## src/pdfm_pkg.sv

```systemverilog
// pdfm_pkg: shared types and constants for the pwm duty and frequency meter
// used by pdfm_ctrl, pdfm_dp and pwm_duty_frequency_meter; no dependencies
`timescale 1ns / 1ps
`default_nettype none

package pdfm_pkg;

   localparam int CAPTURE_W   = 16;
   localparam int SCALE_W     = 8;
   localparam int TIME_W      = 16;
   localparam int SUM_W       = TIME_W + 1;
   localparam int DUTY_W      = 7;
   localparam int FREQ_W      = 20;
   localparam int PROD_W      = TIME_W + DUTY_W;
   localparam int DVD_W       = FREQ_W;
   localparam int REQ_DATA_W  = 16;
   localparam int RSP_DATA_W  = 32;
   localparam int RSP_USER_W  = 2;
   localparam int CSR_ADDR_W  = 1;
   localparam int CSR_DATA_W  = 8;

   localparam logic [DUTY_W-1:0]   PERCENT_SCALE      = 7'd100;
   localparam logic [FREQ_W-1:0]   MICROS_PER_SECOND  = 20'd1000000;
   localparam logic [SCALE_W-1:0]  DEFAULT_TICK_SCALE = 8'd4;

   // one quotient bit per step
   localparam int STEP_CNT_W = 5;
   localparam logic [STEP_CNT_W-1:0] DUTY_LAST_STEP = STEP_CNT_W'(DUTY_W - 1);
   localparam logic [STEP_CNT_W-1:0] FREQ_LAST_STEP = STEP_CNT_W'(FREQ_W - 1);

   typedef enum logic [CSR_ADDR_W-1:0] {
      REG_START_EDGE_RISING = 1'b0,
      REG_TICK_SCALE        = 1'b1
   } csr_reg_type;

   typedef enum logic [2:0] {
      ST_IDLE,
      ST_PREP,
      ST_LOAD,
      ST_DUTY,
      ST_FLOAD,
      ST_FREQ,
      ST_DONE
   } state_type;

   typedef struct packed {
      logic capture;
      logic prep;
      logic start_duty;
      logic start_freq;
      logic step;
      logic out_load;
   } cmd_type;

   typedef struct packed {
      logic period_zero;
      logic out_free;
   } status_type;

endpackage

`default_nettype wire

```

## src/pdfm_ctrl.sv

```systemverilog
// pdfm_ctrl: sequencing state machine for the meter
// depends on pdfm_pkg; drives pdfm_dp through cmd_type and reads status_type
`timescale 1ns / 1ps
`default_nettype none

module pdfm_ctrl (
   input  wire logic                 clock,
   input  wire logic                 reset,
   input  wire logic                 req_tvalid,
   output logic                      req_tready,
   input  wire pdfm_pkg::status_type status,
   output pdfm_pkg::cmd_type         cmd
);

   pdfm_pkg::state_type               state_ff, state_in;
   logic [pdfm_pkg::STEP_CNT_W-1:0]   cnt_ff, cnt_in;

   always_ff @(posedge clock) begin
      if (reset) begin
         state_ff <= pdfm_pkg::ST_IDLE;
         cnt_ff   <= '0;
      end else begin
         state_ff <= state_in;
         cnt_ff   <= cnt_in;
      end
   end

   always_comb begin
      state_in   = state_ff;
      cnt_in     = cnt_ff;
      cmd        = '0;
      req_tready = 1'b0;
      unique case (state_ff)
         pdfm_pkg::ST_IDLE: begin
            req_tready = 1'b1;
            if (req_tvalid) begin
               cmd.capture = 1'b1;
               state_in    = pdfm_pkg::ST_PREP;
            end
         end
         pdfm_pkg::ST_PREP: begin
            cmd.prep = 1'b1;
            state_in = pdfm_pkg::ST_LOAD;
         end
         pdfm_pkg::ST_LOAD: begin
            cnt_in = '0;
            if (status.period_zero) begin
               state_in = pdfm_pkg::ST_DONE;
            end else begin
               cmd.start_duty = 1'b1;
               state_in       = pdfm_pkg::ST_DUTY;
            end
         end
         pdfm_pkg::ST_DUTY: begin
            cmd.step = 1'b1;
            cnt_in   = cnt_ff + 1'b1;
            if (cnt_ff == pdfm_pkg::DUTY_LAST_STEP) begin
               state_in = pdfm_pkg::ST_FLOAD;
            end
         end
         pdfm_pkg::ST_FLOAD: begin
            cmd.start_freq = 1'b1;
            cnt_in         = '0;
            state_in       = pdfm_pkg::ST_FREQ;
         end
         pdfm_pkg::ST_FREQ: begin
            cmd.step = 1'b1;
            cnt_in   = cnt_ff + 1'b1;
            if (cnt_ff == pdfm_pkg::FREQ_LAST_STEP) begin
               state_in = pdfm_pkg::ST_DONE;
            end
         end
         pdfm_pkg::ST_DONE: begin
            if (status.out_free) begin
               cmd.out_load = 1'b1;
               state_in     = pdfm_pkg::ST_IDLE;
            end
         end
         default: begin
            state_in = pdfm_pkg::ST_IDLE;
         end
      endcase
   end

endmodule

`default_nettype wire

```

## src/pdfm_dp.sv

```systemverilog
// pdfm_dp: edge timing registers, scaling multiplier, shared restoring divider
// and result register; depends on pdfm_pkg, commanded by pdfm_ctrl
`timescale 1ns / 1ps
`default_nettype none

module pdfm_dp (
   input  wire logic                              clock,
   input  wire logic                              reset,
   input  wire logic [pdfm_pkg::REQ_DATA_W-1:0]   req_tdata,
   output logic                                   rsp_tvalid,
   input  wire logic                              rsp_tready,
   output logic [pdfm_pkg::RSP_DATA_W-1:0]        rsp_tdata,
   output logic [pdfm_pkg::RSP_USER_W-1:0]        rsp_tuser,
   input  wire logic                              csr_we,
   input  wire logic [pdfm_pkg::CSR_ADDR_W-1:0]   csr_addr,
   input  wire logic [pdfm_pkg::CSR_DATA_W-1:0]   csr_wdata,
   input  wire pdfm_pkg::cmd_type                 cmd,
   output pdfm_pkg::status_type                   status
);

   logic                                start_edge_ff, start_edge_in;
   logic [pdfm_pkg::SCALE_W-1:0]        tick_ff, tick_in;
   logic                                expect_ff, expect_in;
   logic [pdfm_pkg::CAPTURE_W-1:0]      last_ff, last_in;
   logic [pdfm_pkg::TIME_W-1:0]         high_ff, high_in;
   logic [pdfm_pkg::TIME_W-1:0]         low_ff, low_in;
   logic                                edge_ff, edge_in;
   logic [pdfm_pkg::SUM_W-1:0]          sum_ff, sum_in;
   logic [pdfm_pkg::PROD_W-1:0]         prod_ff, prod_in;
   logic [pdfm_pkg::SUM_W-1:0]          rem_ff, rem_in;
   logic [pdfm_pkg::DVD_W-1:0]          dvd_ff, dvd_in;
   logic [pdfm_pkg::DUTY_W-1:0]         duty_ff, duty_in;
   logic                                rsp_valid_ff, rsp_valid_in;
   logic [pdfm_pkg::DUTY_W-1:0]         rsp_duty_ff, rsp_duty_in;
   logic [pdfm_pkg::FREQ_W-1:0]         rsp_freq_ff, rsp_freq_in;
   logic                                rsp_edge_ff, rsp_edge_in;
   logic                                rsp_zero_ff, rsp_zero_in;

   logic [pdfm_pkg::CAPTURE_W-1:0]            diff;
   logic [pdfm_pkg::TIME_W+pdfm_pkg::SCALE_W-1:0] scaled_full;
   logic [pdfm_pkg::SUM_W:0]                  rem_sh;
   logic [pdfm_pkg::SUM_W:0]                  trial;
   logic                                      qbit;
   logic                                      period_zero;

   assign diff        = req_tdata - last_ff;
   assign scaled_full = diff * tick_ff;
   assign period_zero = (sum_ff == '0);

   // restoring division, one quotient bit per step
   assign rem_sh = {rem_ff, dvd_ff[pdfm_pkg::DVD_W-1]};
   assign trial  = rem_sh - {1'b0, sum_ff};
   assign qbit   = ~trial[pdfm_pkg::SUM_W];

   assign status.period_zero = period_zero;
   assign status.out_free    = ~rsp_valid_ff | rsp_tready;

   always_comb begin
      start_edge_in = start_edge_ff;
      tick_in       = tick_ff;
      expect_in     = expect_ff;
      last_in       = last_ff;
      high_in       = high_ff;
      low_in        = low_ff;
      edge_in       = edge_ff;
      sum_in        = sum_ff;
      prod_in       = prod_ff;
      rem_in        = rem_ff;
      dvd_in        = dvd_ff;
      duty_in       = duty_ff;
      rsp_valid_in  = rsp_valid_ff & ~rsp_tready;
      rsp_duty_in   = rsp_duty_ff;
      rsp_freq_in   = rsp_freq_ff;
      rsp_edge_in   = rsp_edge_ff;
      rsp_zero_in   = rsp_zero_ff;

      if (csr_we) begin
         unique case (pdfm_pkg::csr_reg_type'(csr_addr))
            pdfm_pkg::REG_START_EDGE_RISING: begin
               start_edge_in = csr_wdata[0];
               expect_in     = csr_wdata[0];
            end
            pdfm_pkg::REG_TICK_SCALE: begin
               tick_in = csr_wdata;
            end
            default: begin
            end
         endcase
      end

      if (cmd.capture) begin
         edge_in   = expect_ff;
         expect_in = ~expect_ff;
         last_in   = req_tdata;
         if (expect_ff) begin
            low_in = scaled_full[pdfm_pkg::TIME_W-1:0];
         end else begin
            high_in = scaled_full[pdfm_pkg::TIME_W-1:0];
         end
      end

      if (cmd.prep) begin
         sum_in  = {1'b0, high_ff} + {1'b0, low_ff};
         prod_in = high_ff * pdfm_pkg::PERCENT_SCALE;
      end

      // duty quotient fits in DUTY_W bits, so the upper dividend bits start as remainder
      if (cmd.start_duty) begin
         rem_in = {1'b0, prod_ff[pdfm_pkg::PROD_W-1:pdfm_pkg::DUTY_W]};
         dvd_in = {prod_ff[pdfm_pkg::DUTY_W-1:0],
                   {(pdfm_pkg::DVD_W-pdfm_pkg::DUTY_W){1'b0}}};
      end

      if (cmd.start_freq) begin
         duty_in = dvd_ff[pdfm_pkg::DUTY_W-1:0];
         rem_in  = '0;
         dvd_in  = pdfm_pkg::MICROS_PER_SECOND;
      end

      if (cmd.step) begin
         rem_in = qbit ? trial[pdfm_pkg::SUM_W-1:0] : rem_sh[pdfm_pkg::SUM_W-1:0];
         dvd_in = {dvd_ff[pdfm_pkg::DVD_W-2:0], qbit};
      end

      if (cmd.out_load) begin
         rsp_valid_in = 1'b1;
         rsp_edge_in  = edge_ff;
         rsp_zero_in  = period_zero;
         rsp_duty_in  = period_zero ? '0 : duty_ff;
         rsp_freq_in  = period_zero ? '0 : dvd_ff;
      end
   end

   always_ff @(posedge clock) begin
      if (reset) begin
         start_edge_ff <= 1'b1;
         tick_ff       <= pdfm_pkg::DEFAULT_TICK_SCALE;
         expect_ff     <= 1'b1;
         last_ff       <= '0;
         high_ff       <= '0;
         low_ff        <= '0;
         rsp_valid_ff  <= 1'b0;
      end else begin
         start_edge_ff <= start_edge_in;
         tick_ff       <= tick_in;
         expect_ff     <= expect_in;
         last_ff       <= last_in;
         high_ff       <= high_in;
         low_ff        <= low_in;
         rsp_valid_ff  <= rsp_valid_in;
      end
   end

   always_ff @(posedge clock) begin
      edge_ff     <= edge_in;
      sum_ff      <= sum_in;
      prod_ff     <= prod_in;
      rem_ff      <= rem_in;
      dvd_ff      <= dvd_in;
      duty_ff     <= duty_in;
      rsp_duty_ff <= rsp_duty_in;
      rsp_freq_ff <= rsp_freq_in;
      rsp_edge_ff <= rsp_edge_in;
      rsp_zero_ff <= rsp_zero_in;
   end

   assign rsp_tvalid = rsp_valid_ff;
   assign rsp_tdata  = {{(pdfm_pkg::RSP_DATA_W-pdfm_pkg::FREQ_W-pdfm_pkg::DUTY_W){1'b0}},
                        rsp_freq_ff, rsp_duty_ff};
   assign rsp_tuser  = {rsp_zero_ff, rsp_edge_ff};

   a_zero_clears_results: assert property (@(posedge clock) disable iff (reset)
      rsp_valid_ff && rsp_zero_ff |-> rsp_duty_ff == '0 && rsp_freq_ff == '0)
      else $error("zero period result carries nonzero values");

   a_duty_in_range: assert property (@(posedge clock) disable iff (reset)
      rsp_valid_ff |-> rsp_duty_ff <= pdfm_pkg::PERCENT_SCALE)
      else $error("duty above full scale");

   a_rem_below_divisor: assert property (@(posedge clock) disable iff (reset)
      cmd.step |=> rem_ff < sum_ff)
      else $error("divider remainder not below divisor");

   a_load_sets_valid: assert property (@(posedge clock) disable iff (reset)
      cmd.out_load |=> rsp_valid_ff)
      else $error("result load did not raise valid");

endmodule

`default_nettype wire

```

## src/pwm_duty_frequency_meter.sv

```systemverilog
// Measures duty (percent) and frequency (Hz) of a PWM signal from one capture timestamp
// per edge. A new edge is accepted only after the previous item has gone through the
// shared restoring divider (skipped when high plus low time is zero), which produces
// one quotient bit per cycle: 7 steps for the duty, then 20 for the frequency. A finished
// result sits in the output register, so the next edge is taken while it waits.
// Depends on pdfm_pkg, pdfm_ctrl and pdfm_dp.
`timescale 1ns / 1ps
`default_nettype none

module pwm_duty_frequency_meter (
   input  wire logic                              clock,
   input  wire logic                              reset,
   input  wire logic                              req_tvalid,
   output logic                                   req_tready,
   input  wire logic [pdfm_pkg::REQ_DATA_W-1:0]   req_tdata,   // capture_time
   output logic                                   rsp_tvalid,
   input  wire logic                              rsp_tready,
   output logic [pdfm_pkg::RSP_DATA_W-1:0]        rsp_tdata,   // duty_percent, frequency_hz
   output logic [pdfm_pkg::RSP_USER_W-1:0]        rsp_tuser,   // edge_rising, period_zero
   input  wire logic                              csr_we,
   input  wire logic [pdfm_pkg::CSR_ADDR_W-1:0]   csr_addr,
   input  wire logic [pdfm_pkg::CSR_DATA_W-1:0]   csr_wdata
);

   pdfm_pkg::cmd_type    cmd;
   pdfm_pkg::status_type status;

   pdfm_ctrl u_ctrl (
      .clock      (clock),
      .reset      (reset),
      .req_tvalid (req_tvalid),
      .req_tready (req_tready),
      .status     (status),
      .cmd        (cmd)
   );

   pdfm_dp u_dp (
      .clock      (clock),
      .reset      (reset),
      .req_tdata  (req_tdata),
      .rsp_tvalid (rsp_tvalid),
      .rsp_tready (rsp_tready),
      .rsp_tdata  (rsp_tdata),
      .rsp_tuser  (rsp_tuser),
      .csr_we     (csr_we),
      .csr_addr   (csr_addr),
      .csr_wdata  (csr_wdata),
      .cmd        (cmd),
      .status     (status)
   );

endmodule

`default_nettype wire
```

## config.mk

```make
export PLATFORM = sky130hd
export DESIGN_NAME = pwm_duty_frequency_meter
export DESIGN_NICKNAME = d
export VERILOG_FILES = /design/src/pdfm_pkg.sv /design/src/pdfm_ctrl.sv /design/src/pdfm_dp.sv /design/src/pwm_duty_frequency_meter.sv
export SDC_FILE = /design/constraint.sdc
export NUM_CORES = 1
export LEC_CHECK = 0
export BUFFER_PORTS_ARGS = -buffer_cell sky130_fd_sc_hd__buf_2
export CAP_MARGIN = 15
export CORE_MARGIN = 3
export CORE_UTILIZATION = 55
export DETAILED_ROUTE_END_ITERATION = 6
export HOLD_SLACK_MARGIN = 0.06
export PLACE_DENSITY = 0.78
export RECOVER_POWER = 25
export SETUP_SLACK_MARGIN = 0.05
export SYNTH_ARGS = -nofsm -noshare
export SYNTH_HDL_FRONTEND = slang
export SYNTH_HIERARCHICAL = 1
export SYNTH_SLANG_ARGS = --single-unit
```

## constraint.sdc

```tcl
create_clock -name clock -period 17.4 [get_ports clock]
set_input_delay 2.61 -clock clock [delete_from_list [all_inputs] [get_ports clock]]
set_output_delay 2.61 -clock clock [all_outputs]
set_load 0.01 [all_outputs]
```

Yosys cells after proc, flatten, opt, wreduce, memory -nomap -nowiden
Cells that the tools add are included.
- bits of input ports: 30
- flip-flop bits (word level): 178
- word-level logic and storage cells: 83
- $add $sub $neg: 4
- multipliers: 2
- reductions and logical operators: 12
- multiplexer cells: 28
- equal/unequal tests: 13
- bitwise operators: 6
- operators by type and width (kind ; count):
    17-bit 2-to-1 mux ; 4
    20-bit 2-to-1 mux ; 3
    16-bit by 5-bit multiplier with 21-bit output, second input constant ; 1
    3-bit case mux with 7 select lines ; 1
    18-bit by 17-bit subtractor with 18-bit output ; 1
    16-bit by 16-bit adder with 17-bit output ; 1
    17-bit logical NOT ; 1
    16-bit by 8-bit multiplier with 16-bit output ; 1
    16-bit subtractor ; 1
    3-bit 2-to-1 mux ; 5
    1-bit 2-to-1 mux ; 14
    5-bit case mux with 2 select lines ; 1
    3-bit == test, second input constant ; 3
    2-bit AND reduction ; 4
    3-bit by 2-bit == test with 1-bit output, second input constant ; 2
    2-bit by 1-bit inequality test with 1-bit output, second input constant ; 3
    5-bit by 1-bit adder with 5-bit output, second input constant ; 1
    5-bit by 3-bit == test with 1-bit output, second input constant ; 1
    5-bit == test, second input constant ; 1
    2-bit inequality test, second input constant ; 2
    1-bit inverter ; 4
    4-bit AND reduction ; 1
    2-bit nonzero test ; 2
    2-bit OR reduction ; 2
    other kinds (5) ; 5

Logic depth before layout (Yosys ltp)
Gate-level depths: netlist of the first run.
- depth after elaboration: 6
- mapped depth: 26
- gate-level depth less buffers: 26

By module
Netlist of the first run, hierarchy kept.
- modules (own cells, without submodules) (module ; sequential area each (sq um) ; cells an instance ; area an instance (sq um) ; instances):
    pdfm_dp ; 4524.3 ; 1287 ; 12678.4 ; 1
    pdfm_ctrl ; 160.2 ; 66 ; 545.5 ; 1

Least setup slack after synthesis of the first run
OpenSTA, ideal clock, no wires.
- path kind: input -> register
- start point: in req_tdata[0] (netlist name)
- end point: reg u_dp/high_ff[15] (netlist name)
- setup slack: 8.960 ns
- arrival: 8.355 ns
- setup time: 0.086 ns
- stages on the path: 25
- data required time: 17.314 ns
- path buffers: 0
- cells stage by stage: inv_1 -> ha_1 -> fa_1 -> nor2b_4 -> o31a_1 -> o21ai_0 -> nor2b_1 -> xnor2_1 -> nand2_1 -> fa_1 -> inv_1 -> fa_1 -> fa_1 -> inv_1 -> fa_1 -> inv_1 -> ha_1 -> a21o_1 -> a21oi_1 -> o21ai_0 -> o31ai_1 -> xor2_1 -> xnor3_1 -> xnor2_1 -> a211oi_1
- word-level cells in the longest chain between the ends: 2
- RTL lines (what ; RTL line ; RTL):
    start: declaration ; pwm_duty_frequency_meter.sv:15 ; input wire logic [pdfm_pkg::REQ_DATA_W-1:0] req_tdata,
    16-bit subtractor ; pdfm_dp.sv:46 ; assign diff = req_tdata - last_ff;
    16-bit by 8-bit multiplier with 16-bit output ; pdfm_dp.sv:47 ; assign scaled_full = diff * tick_ff;
    end signal: assignment ; pdfm_dp.sv:148 ; high_ff <= high_in;
    end: declaration ; pdfm_dp.sv:25 ; logic [pdfm_pkg::TIME_W-1:0] high_ff, high_in;
No other way between the ends.
A chain may end at the register's enable or synchronous reset.

Worst setup path in the final report of the first run
- start point: in req_tdata[0] (netlist name)
- end point: reg u_dp/low_ff[15] (netlist name)
- word-level cells in the longest chain between the ends: 2
- RTL lines (what ; RTL line ; RTL):
    16-bit subtractor ; pdfm_dp.sv:46 ;
    16-bit by 8-bit multiplier with 16-bit output ; pdfm_dp.sv:47 ;
    end signal: assignment ; pdfm_dp.sv:149 ; low_ff <= low_in;
    end: declaration ; pdfm_dp.sv:26 ; logic [pdfm_pkg::TIME_W-1:0] low_ff, low_in;
No other way between the ends.

==> results of run 1 <==
[cells in the final DEF (no fill, tap or decap), types with 22 or more instances in the layout]
master / n
inv_1: 195
nand2_1: 131
ha_1: 128
edfxtp_1: 112
nor2_1: 87
a21oi_1: 80
fa_1: 74
dfxtp_1: 66
buf_2: 60
xnor2_1: 55
nor2b_1: 54
and2_1: 51
o21ai_0: 34
mux2i_1: 22
[registers in the layout (all words and copies together) (netlist names)]
name	flops
u_dp/dvd_ff	20
u_dp/high_ff	16
u_dp/edge_ff	1
u_dp/expect_ff	1
u_ctrl/cnt_ff	5
u_dp/rsp_zero_ff	1
u_dp/rsp_duty_ff	7
u_dp/last_ff	16
u_dp/tick_ff	8
u_dp/rsp_tvalid	1
u_dp/rsp_edge_ff	1
u_dp/rem_ff	17
u_dp/low_ff	16
u_dp/duty_ff	7
u_dp/sum_ff	17
u_ctrl/state_ff	3
u_dp/prod_ff	21
u_dp/rsp_freq_ff	20
[worst max-delay path: cells and delay by family]
family / cells / cell delay [ps]
adders and majority gates: 7 / 3120
xor gates and xnor gates: 4 / 1350
AOI/OAI and AO/OA: 7 / 1190
and+or+nand+nor: 3 / 470
buffers and inverters: 5 / 280
[cell families after synthesis]
kind of cell	after synthesis	share of synthesized area [%]
AO/OA/AOI/OAI	215	10.74
XOR/XNOR	74	5.166
adder cells (fa/ha/maj)	202	23.31
buffers and inverters	237	7.323
flip-flops	178	35.42
multiplexers	35	2.772
other	1	0.02836
AND/OR/NAND/NOR	411	15.23
[final timing paths]
kind | slack, ps | to
setup / recovery | 8670 | u_dp/low_ff[15]
hold reg to reg | 450 | u_dp/rsp_edge_ff
setup reg to reg | 10650 | u_dp/low_ff[15]
hold / removal | 450 | u_dp/rsp_edge_ff
[cell type report]
type	instances	area, um^2	share of cell area [%]
Multi-Input combinational cell	942	7602	52.72
Inverter	195	732.0	5.076
Clock buffer	17	425.4	2.950
Timing Repair Buffer	68	372.9	2.586
Tap cell	319	399.1	2.768
Clock inverter	15	203.9	1.414
Sequential cell	178	4684	32.49
[through the flow]
stage	setup slack (ps)	cells	area [um^2]
finish	8666	1734	14420
global route	8191	1734	14420
CTS	8675	1732	14400
detailed placement	8239	1700	13770
global placement	8429	1699	13760
floorplan	8960	1357	13240
[metal layers]
layer  up-vias  part of all wire, %  wire length, um  global-route usage (%)
met4         0                  2.2              571                   6.727
met3        49                  4.1             1039                   2.949
met5         -                    0                0                       0
met2       213                   51            12930                   34.91
met1      4464                   43            10990                   25.34
li1       4599                    -                -                       -
[where the power goes]
part | switching (mW) | internal (mW) | total (mW)
sequential | 0.0739 | 0.605 | 0.679
combinational | 0.621 | 0.479 | 1.10
clock | 0.200 | 0.201 | 0.401
==> results.py, run 1 <==
metrics = {
    "sta": {
        "skew_ps": 15.68,
        "fmax_ghz": 0.1145,
        "rsz0062_at_grt": "no",
        "relSlewSlack_pct": -28.99,
        "period_needed_ps": 8734,
        "slew_violations": 86,
        "setup_tns_ps": 0,
        "tightest_slew_ps": 1935,
        "timing.final.hold_violations": 0,
        "setup_violations": 0,
        "hold_ws_ps": 446.8,
        "post-route-period-util_pct": 50.20,
    },
    "hold_path": {
        "hold_depth": 0,
        "hold_path_startpoint": "u_dp/edge_ff",
        "hp-class": "reg2reg",
    },
    "placed_design": {
        "gp_congestion": 0.8698,
        "dp_hpwl_um": 19020,
        "io_buffers": 60,
    },
    "route": {
        "drcViolationCount": 0,
        "avgRoutedWirePerCell_um": 14.72,
        "drt-total-wl_um": 25530,
        "dr.pass1.iters": 5,
        "vias": 9325,
        "first_iter_violations": 517,
        "final_antenna_net_count": 0,
        "post_drt_via_cell_ratio": 5.378,
    },
    "worst_setup_path": {
        "crit_type": "in2reg",
        "cp-start-kind": "primary input",
        "r2r-start": "u_dp/last_ff[0]",
        "path_max_fanout": 8,
        "worstSetupStartpoint": "req_tdata[0]",
        "critical_path.max_stage_delay_ps": 550,
        "rr_worst_depth": 24,
        "endpoint_kind": "flop",
        "crit_arrival_ps": 9010,
        "required_ps": 17680,
        "cp_common_cell": "fa_1",
        "slowest_stage": "fa_1",
    },
    "logic_synthesis": {
        "synth_common_cells": "inv_1, nand2_1, ha_1",
        "yosys_warnings": 6,
        "yosysMostFrequentCell": "inv_1",
        "yosysUniqueCellTypes": 73,
        "ys.flop_type": "edfxtp_1",
        "yosys.area.top_type_share_pct": 25.43,
        "synth-seq-area-share_pct": 35.42,
        "synth_async_sr_flop_share_pct": 0,
        "synth-edff-count": 112,
        "synth_cells": 1353,
        "yosys-top-cells-area": "edfxtp_1, ha_1, fa_1",
        "synth_area_um2": 13220,
        "ys_seq_elements": 178,
        "synth.avg_cell_area_um2": 9.774,
        "yosys.area.top_type": "edfxtp_1",
    },
    "finish": {
        "syn2layout_area_growth_pct": 9.045,
        "final_util_pct": 61.25,
        "fin_nets": 1634,
        "n_antenna_cell": 0,
        "post_route_cells_drive_above_1_share_pct": 8.975,
        "n_fill_cell": 1958,
    },
    "clock_network": {
        "clockBufferDepth": 2,
        "cts_hold_buf": 0,
        "clock_latency_ps": 440,
        "ctsResizeCount": 0,
        "cts_num_sinks": 178,
        "root_buffer": "clkbuf_16",
        "cts_tree": "built",
        "clk_pin_slew_ps": 80,
        "post_cts.repair.setup_buffers": 0,
        "cts_made_buffers": 17,
        "htree_levels": 4,
    },
    "power": {
        "leakagePower_nw": 6.375,
        "peakVddDrop_mv": 0.09989,
        "power_mw": 2.181,
        "power_density_nw_per_um2": 151.2,
    },
    "die": {
        "rows": 56,
        "die_h_um": 161.1,
        "ioPinCount": 66,
        "initial_core_util_pct": 56.17,
        "design.die.area_um2": 25940,
        "dieWidth_um": 161.1,
        "coreArea_um2": 23540,
    },
    "grt": {
        "antenna_found_initial": 0,
        "grt_use_total_pct": 19.91,
        "grt_pass1_wl_um": 43070,
        "grt_pass1_vias": 9254,
        "grt_max_degree": 65,
        "overflow": 0,
    },
    "flow_run": {
        "cap_violations": 2,
    },
    "status": {
        "violations": "max-capacitance violations, max-slew violations",
        "status": "finished with violations",
    },
}
No activity file was read; power rests on OpenSTA's default activity.
==> run 2, diff against run 1 <==
- ABC_AREA: not set -> 1
- PLACE_DENSITY: 0.78 -> 0.81
- clock period: 17.4 -> 7.7 ns (I/O delays scaled with it)
==> run 2 against run 1 <==
Effect of this change:
- the flow still finishes with violations (max-capacitance violations, max-slew violations)
- combinational power grew to 3.7 times the previous value
- non-clock buffer count is 1 lower
- clock skew is 2.9 ps lower
- hold slack worse by 5.1 ps
- sequential power is 150% higher
- register-to-register slack worse by 8800 ps
- largest power group unchanged
==> results.py, run 2 <==
metrics = {
    "logic_synthesis": {
        "synth_async_sr_flop_share_pct": 0,
        "synth_common_cells": "inv_1, nand2_1, nor2_1",
        "yosysMostFrequentCell": "inv_1",
        "yosys.area.top_type": "edfxtp_1",
        "yosysUniqueCellTypes": 48,
        "synth-seq-area-share_pct": 34.77,
        "ys_seq_elements": 178,
        "synth_cells": 1618,
        "ys.flop_type": "edfxtp_1",
        "yosys.area.top_type_share_pct": 24.97,
        "yosys_warnings": 6,
        "synth_area_um2": 13470,
        "synth-edff-count": 112,
        "yosys-top-cells-area": "edfxtp_1, ha_1, fa_1",
        "synth.avg_cell_area_um2": 8.326,
    },
    "clock_network": {
        "ctsResizeCount": 0,
        "clock_latency_ps": 440,
        "clockBufferDepth": 2,
        "htree_levels": 4,
        "cts_made_buffers": 17,
        "clk_pin_slew_ps": 80,
        "cts_hold_buf": 0,
        "cts_tree": "built",
        "post_cts.repair.setup_buffers": 0,
        "cts_num_sinks": 178,
        "root_buffer": "clkbuf_16",
    },
    "finish": {
        "multi_input_area_um2": 7337,
        "final-instance-count-excl-fill": 2005,
        "layout_common_cells": "inv_1, nand2_1, nor2_1",
        "largest_reg_flops": 21,
        "fin_nets": 1905,
        "n_fill_cell": 2016,
        "reg_top3": "u_dp/prod_ff (21), u_dp/dvd_ff (20), u_dp/rsp_freq_ff (20)",
        "final_common_cell": "inv_1",
        "post_route_cells_drive_above_1_share_pct": 7.829,
        "n_antenna_cell": 0,
        "seqCellArea_um2": 4684,
        "syn2layout_area_growth_pct": 9.037,
        "regMostFlops": "u_dp/prod_ff",
    },
    "power": {
        "peakVddDrop_mv": 0.2480,
        "leakagePower_nw": 7.493,
        "power_density_nw_per_um2": 453.1,
    },
    "sta": {
        "tightest_slew_ps": 2730,
        "post-route-period-util_pct": 83.00,
        "rsz0062_at_grt": "no",
        "timing.final.hold_violations": 0,
        "period_needed_ps": 6391,
        "setup_tns_ps": 0,
        "setup_ws_ps": 1309,
        "relSlewSlack_pct": -82.70,
        "skew_ps": 12.80,
        "setup_violations": 0,
        "slew_violations": 76,
        "fmax_ghz": 0.1565,
    },
    "grt": {
        "grt_use_total_pct": 23.37,
        "overflow": 0,
        "grt_pass1_wl_um": 49670,
        "antenna_found_initial": 0,
        "grt_pass1_vias": 10540,
        "grt_max_degree": 39,
    },
    "status": {
        "status": "finished with violations",
        "violations": "max-capacitance violations, max-slew violations",
    },
    "die": {
        "rows": 56,
        "dieWidth_um": 162.5,
        "design.die.area_um2": 26410,
        "ioPinCount": 66,
        "initial_core_util_pct": 56.72,
        "coreArea_um2": 23750,
        "die_h_um": 162.5,
    },
    "worst_setup_path": {
        "endpoint_kind": "flop",
        "crit_type": "in2reg",
        "rr_worst_depth": 26,
        "critical_path.max_stage_delay_ps": 550,
        "cp-start-kind": "primary input",
        "slowest_stage": "fa_1",
        "cp_common_cell": "inv_1",
        "required_ps": 8090,
        "crit_arrival_ps": 6780,
        "path_max_fanout": 5,
    },
    "route": {
        "avgRoutedWirePerCell_um": 14.94,
        "post_drt_via_cell_ratio": 5.248,
        "dr.pass1.iters": 6,
        "final_antenna_net_count": 0,
        "drcViolationCount": 0,
        "drt-total-wl_um": 29960,
        "vias": 10520,
        "first_iter_violations": 775,
    },
    "hold_path": {
        "hp-class": "reg2reg",
        "hold_depth": 0,
    },
    "placed_design": {
        "place_ws_ps": 863.9,
        "gp_congestion": 0.9121,
        "io_buffers": 60,
        "dp.cells": 1972,
        "dp_hpwl_um": 23290,
    },
    "flow_run": {
        "cap_violations": 2,
    },
}
-- run 2: worst paths after layout --
kind	from	endpoint	slack, ps
worst max-delay path	req_tdata[0]	u_dp/low_ff[14]	1310
worst min-delay path	u_dp/edge_ff	u_dp/rsp_edge_ff	440
worst max register to register	u_dp/last_ff[0]	u_dp/low_ff[14]	1850
worst min register to register	u_dp/edge_ff	u_dp/rsp_edge_ff	440
-- run 2: per-layer routing --
| metal | global-route usage [%] | up-vias | part of all wire (%) |
|---|---|---|---|
| met3 | 3.688 | 70 | 3.6 |
| li1 | - | 5247 | - |
| met1 | 26.82 | 4941 | 41 |
| met5 | 0 | - | 0 |
| met2 | 43.76 | 265 | 52 |
| met4 | 8.492 | 0 | 3.0 |
-- run 2: worst max-delay path, delay by kind of cell --
family,cells,cell delay (ps)
adder cells (fa/ha/maj),7,3060
AND/OR/NAND/NOR,8,970
AO/OA/AOI/OAI,5,690
buffers and inverters,7,570
XOR/XNOR,1,330
-- run 2: through the flow --
| step | total power, mW | utilization (%) | hold WS, ps | cell area [um^2] |
|---|---|---|---|---|
| after floorplan | 4.782 | - | 400.3 | 13490 |
| after global placement | 5.555 | 59.30 | 435.9 | 14080 |
| after detailed placement | 5.714 | 59.30 | 439.1 | 14080 |
| after CTS | 6.673 | 61.96 | 452.1 | 14720 |
| after global routing | 7.320 | 61.84 | 449.1 | 14690 |
| final | 6.656 | 61.84 | 441.8 | 14690 |
-- run 2: cells by family after synthesis --
kind of cell | Yosys count | synth area share, %
AOI/OAI and AO/OA | 230 | 9.548
xor gates and xnor gates | 66 | 4.291
other | 1 | 0.02784
buffers and inverters | 380 | 10.86
DFF | 178 | 34.77
and+or+nand+nor | 561 | 17.62
adders and majority gates | 202 | 22.88
-- run 2: cell type report --
type | instances | share of cell area [%]
Multi-Input combinational cell | 1064 | 49.95
Tap cell | 319 | 2.717
Timing Repair Buffer | 67 | 2.325
Inverter | 345 | 8.816
Sequential cell | 178 | 31.89
Clock inverter | 15 | 1.405
Clock buffer | 17 | 2.896
-- run 2: where the power goes --
| group | total [mW] | internal, mW | leakage, nW | switching, mW |
|---|---|---|---|---|
| Clock | 0.926 | 0.456 | 0.305 | 0.470 |
| Combinational | 4.06 | 1.44 | 5.59 | 2.63 |
| Sequential | 1.67 | 1.48 | 1.59 | 0.181 |
| Total | 6.66 | 3.38 | 7.49 | 3.28 |
==> run 3, diff against run 2 <==
- clock period: 7.7 -> 5.82 ns (I/O delays scaled with it)
==> run 3 against run 2 <==
Effect of this change:
- the flow finishes with violations (design-rule violations, max-capacitance violations, max-slew violations)
- die area unchanged
- via count increased by 4.8%
- global-route usage increased by 0.51 points
- combinational power increased by 68%
- register-to-register slack got worse by 1400 ps
- critical path type unchanged
==> results.py, run 3 (same netlist as run 2, synthesis figures left out) <==
metrics = {
    "status": {
        "status": "finished with violations",
        "violations": "design-rule violations, max-capacitance violations, max-slew violations",
    },
    "route": {
        "avgRoutedWirePerCell_um": 15.04,
        "dr.pass1.iters": 7,
        "drcViolationCount": 1,
        "final_antenna_net_count": 0,
        "first_iter_violations": 672,
        "post_drt_via_cell_ratio": 5.341,
        "vias": 11030,
        "drt-total-wl_um": 31070,
    },
    "die": {
        "initial_core_util_pct": 56.72,
        "dieWidth_um": 162.5,
        "rows": 56,
        "die_h_um": 162.5,
        "coreArea_um2": 23750,
        "ioPinCount": 66,
        "design.die.area_um2": 26410,
    },
    "finish": {
        "seqCellArea_um2": 4684,
        "largest_reg_flops": 21,
        "regMostFlops": "u_dp/prod_ff",
        "n_antenna_cell": 0,
        "final-instance-count-excl-fill": 2065,
        "multi_input_area_um2": 7615,
        "reg_top3": "u_dp/prod_ff (21), u_dp/dvd_ff (20), u_dp/rsp_freq_ff (20)",
        "syn2layout_area_growth_pct": 14.54,
        "post_route_cells_drive_above_1_share_pct": 13.80,
        "final_common_cell": "inv_1",
        "fin_nets": 1965,
        "layout_common_cells": "inv_1, nand2_1, nor2_1",
        "n_fill_cell": 1822,
    },
    "placed_design": {
        "gp_congestion": 0.9083,
        "dp.cells": 2031,
        "io_buffers": 60,
        "dp_hpwl_um": 23600,
    },
    "clock_network": {
        "cts_made_buffers": 17,
        "clockBufferDepth": 2,
        "cts_tree": "built",
        "clock_latency_ps": 440,
        "root_buffer": "clkbuf_16",
        "htree_levels": 4,
        "clk_pin_slew_ps": 90,
        "cts_num_sinks": 178,
    },
    "grt": {
        "grt_use_total_pct": 23.88,
        "grt_max_degree": 39,
        "antenna_found_initial": 0,
        "grt_pass1_vias": 11130,
        "grt_pass1_wl_um": 50920,
        "overflow": 0,
    },
    "worst_setup_path": {
        "r2r-start": "u_dp/last_ff[1]",
        "rr_worst_depth": 30,
        "crit_arrival_ps": 5980,
        "regToRegSetupSlack_ps": 440,
        "endpoint_kind": "flop",
        "slowest_stage": "fa_1",
        "worstSetupStartpoint": "req_tdata[0]",
        "worst_r2r_endpoint": "u_dp/low_ff[14]",
        "crit_type": "in2reg",
        "critical_path.max_stage_delay_ps": 550,
        "cp-start-kind": "primary input",
        "required_ps": 6210,
        "path_max_fanout": 4,
    },
    "hold_path": {
        "hp-class": "reg2reg",
        "hold_depth": 0,
        "whs_endpoint": "u_dp/rsp_edge_ff",
        "hold_path_startpoint": "u_dp/edge_ff",
    },
    "sta": {
        "timing.final.hold_violations": 0,
        "slew_violations": 70,
        "relSlewSlack_pct": -30.13,
        "period_needed_ps": 5583,
        "setup_violations": 0,
        "skew_ps": 19.71,
        "fmax_ghz": 0.1791,
        "tightest_slew_ps": 1952,
        "post-route-period-util_pct": 95.93,
    },
    "flow_run": {
        "cap_violations": 2,
    },
    "power": {
        "peakVddDrop_mv": 0.5303,
        "leakagePower_nw": 7.802,
        "power_mw": 10.26,
        "power_density_nw_per_um2": 665.2,
    },
}
[run 3: cell types whose count changed in the layout (fill, tap and decap cells not counted), moves of 5 or more]
cell,change
nor2_2,+5
inv_1,-5
buf_4,+60
a21oi_1,-7
nor2_1,-10
ha_4,+10
a21oi_2,+6
o21ai_0,-7
ha_1,-11
nor2_4,+5
[run 3: cell type report]
cell class / count / share of cell area [%]
multi-input cells: 1064 / 49.35
well taps: 319 / 2.587
clock buffers: 17 / 2.757
inverters: 345 / 8.416
clock inverters: 15 / 1.403
repair buffers: 127 / 5.133
flip-flops and latches: 178 / 30.36
[run 3: what timing repair did]
action,in CTS,in global routing
hold buffers,0,0
buffers inserted,0,2
resized for setup,0,51
endpoints found under the setup margin,0,10
[run 3: metrics by stage]
stage,hold slack [ps],cell area [um^2],worst slack [ps],utilization (%),TNS [ps]
floorplan,400.3,13510,76.64,-,0
global placement,437.6,14550,-208.3,61.24,-772.6
detailed placement,437.7,14550,-343.6,61.24,-1914
CTS,443.4,15190,99.70,63.94,0
global route,454.8,15430,-21.92,64.97,-21.92
finish,437.8,15430,237.1,64.97,0
[run 3: worst max-delay path: cells and delay by family]
kind            cells  cell delay [ps]
xor+xnor            1              220
simple gates        8              880
buf+inv             7              520
compound gates      5              530
fa+ha+maj           7             2920
[run 3: worst max-delay path by stage]
stage | endpoint | cells past startpoint
final | u_dp/low_ff[14] | 28
after global routing | u_dp/low_ff[14] | 28
after CTS | u_dp/low_ff[15] | 29
after detailed placement | u_dp/low_ff[15] | 29
after global placement | u_dp/low_ff[15] | 29
after floorplan | u_dp/low_ff[14] | 28
[run 3: layer usage]
layer,track usage [%],vias up,wire (um)
met5,0,-,0
met4,10.43,0,1241
met3,3.408,94,1337
met2,45.45,347,16510
met1,26.25,5216,11980
li1,-,5372,-
[run 3: where the power goes]
| group | switching [mW] | internal (mW) |
|---|---|---|
| sequential | 0.251 | 1.96 |
| clock | 0.614 | 0.602 |
| combinational | 4.05 | 2.79 |
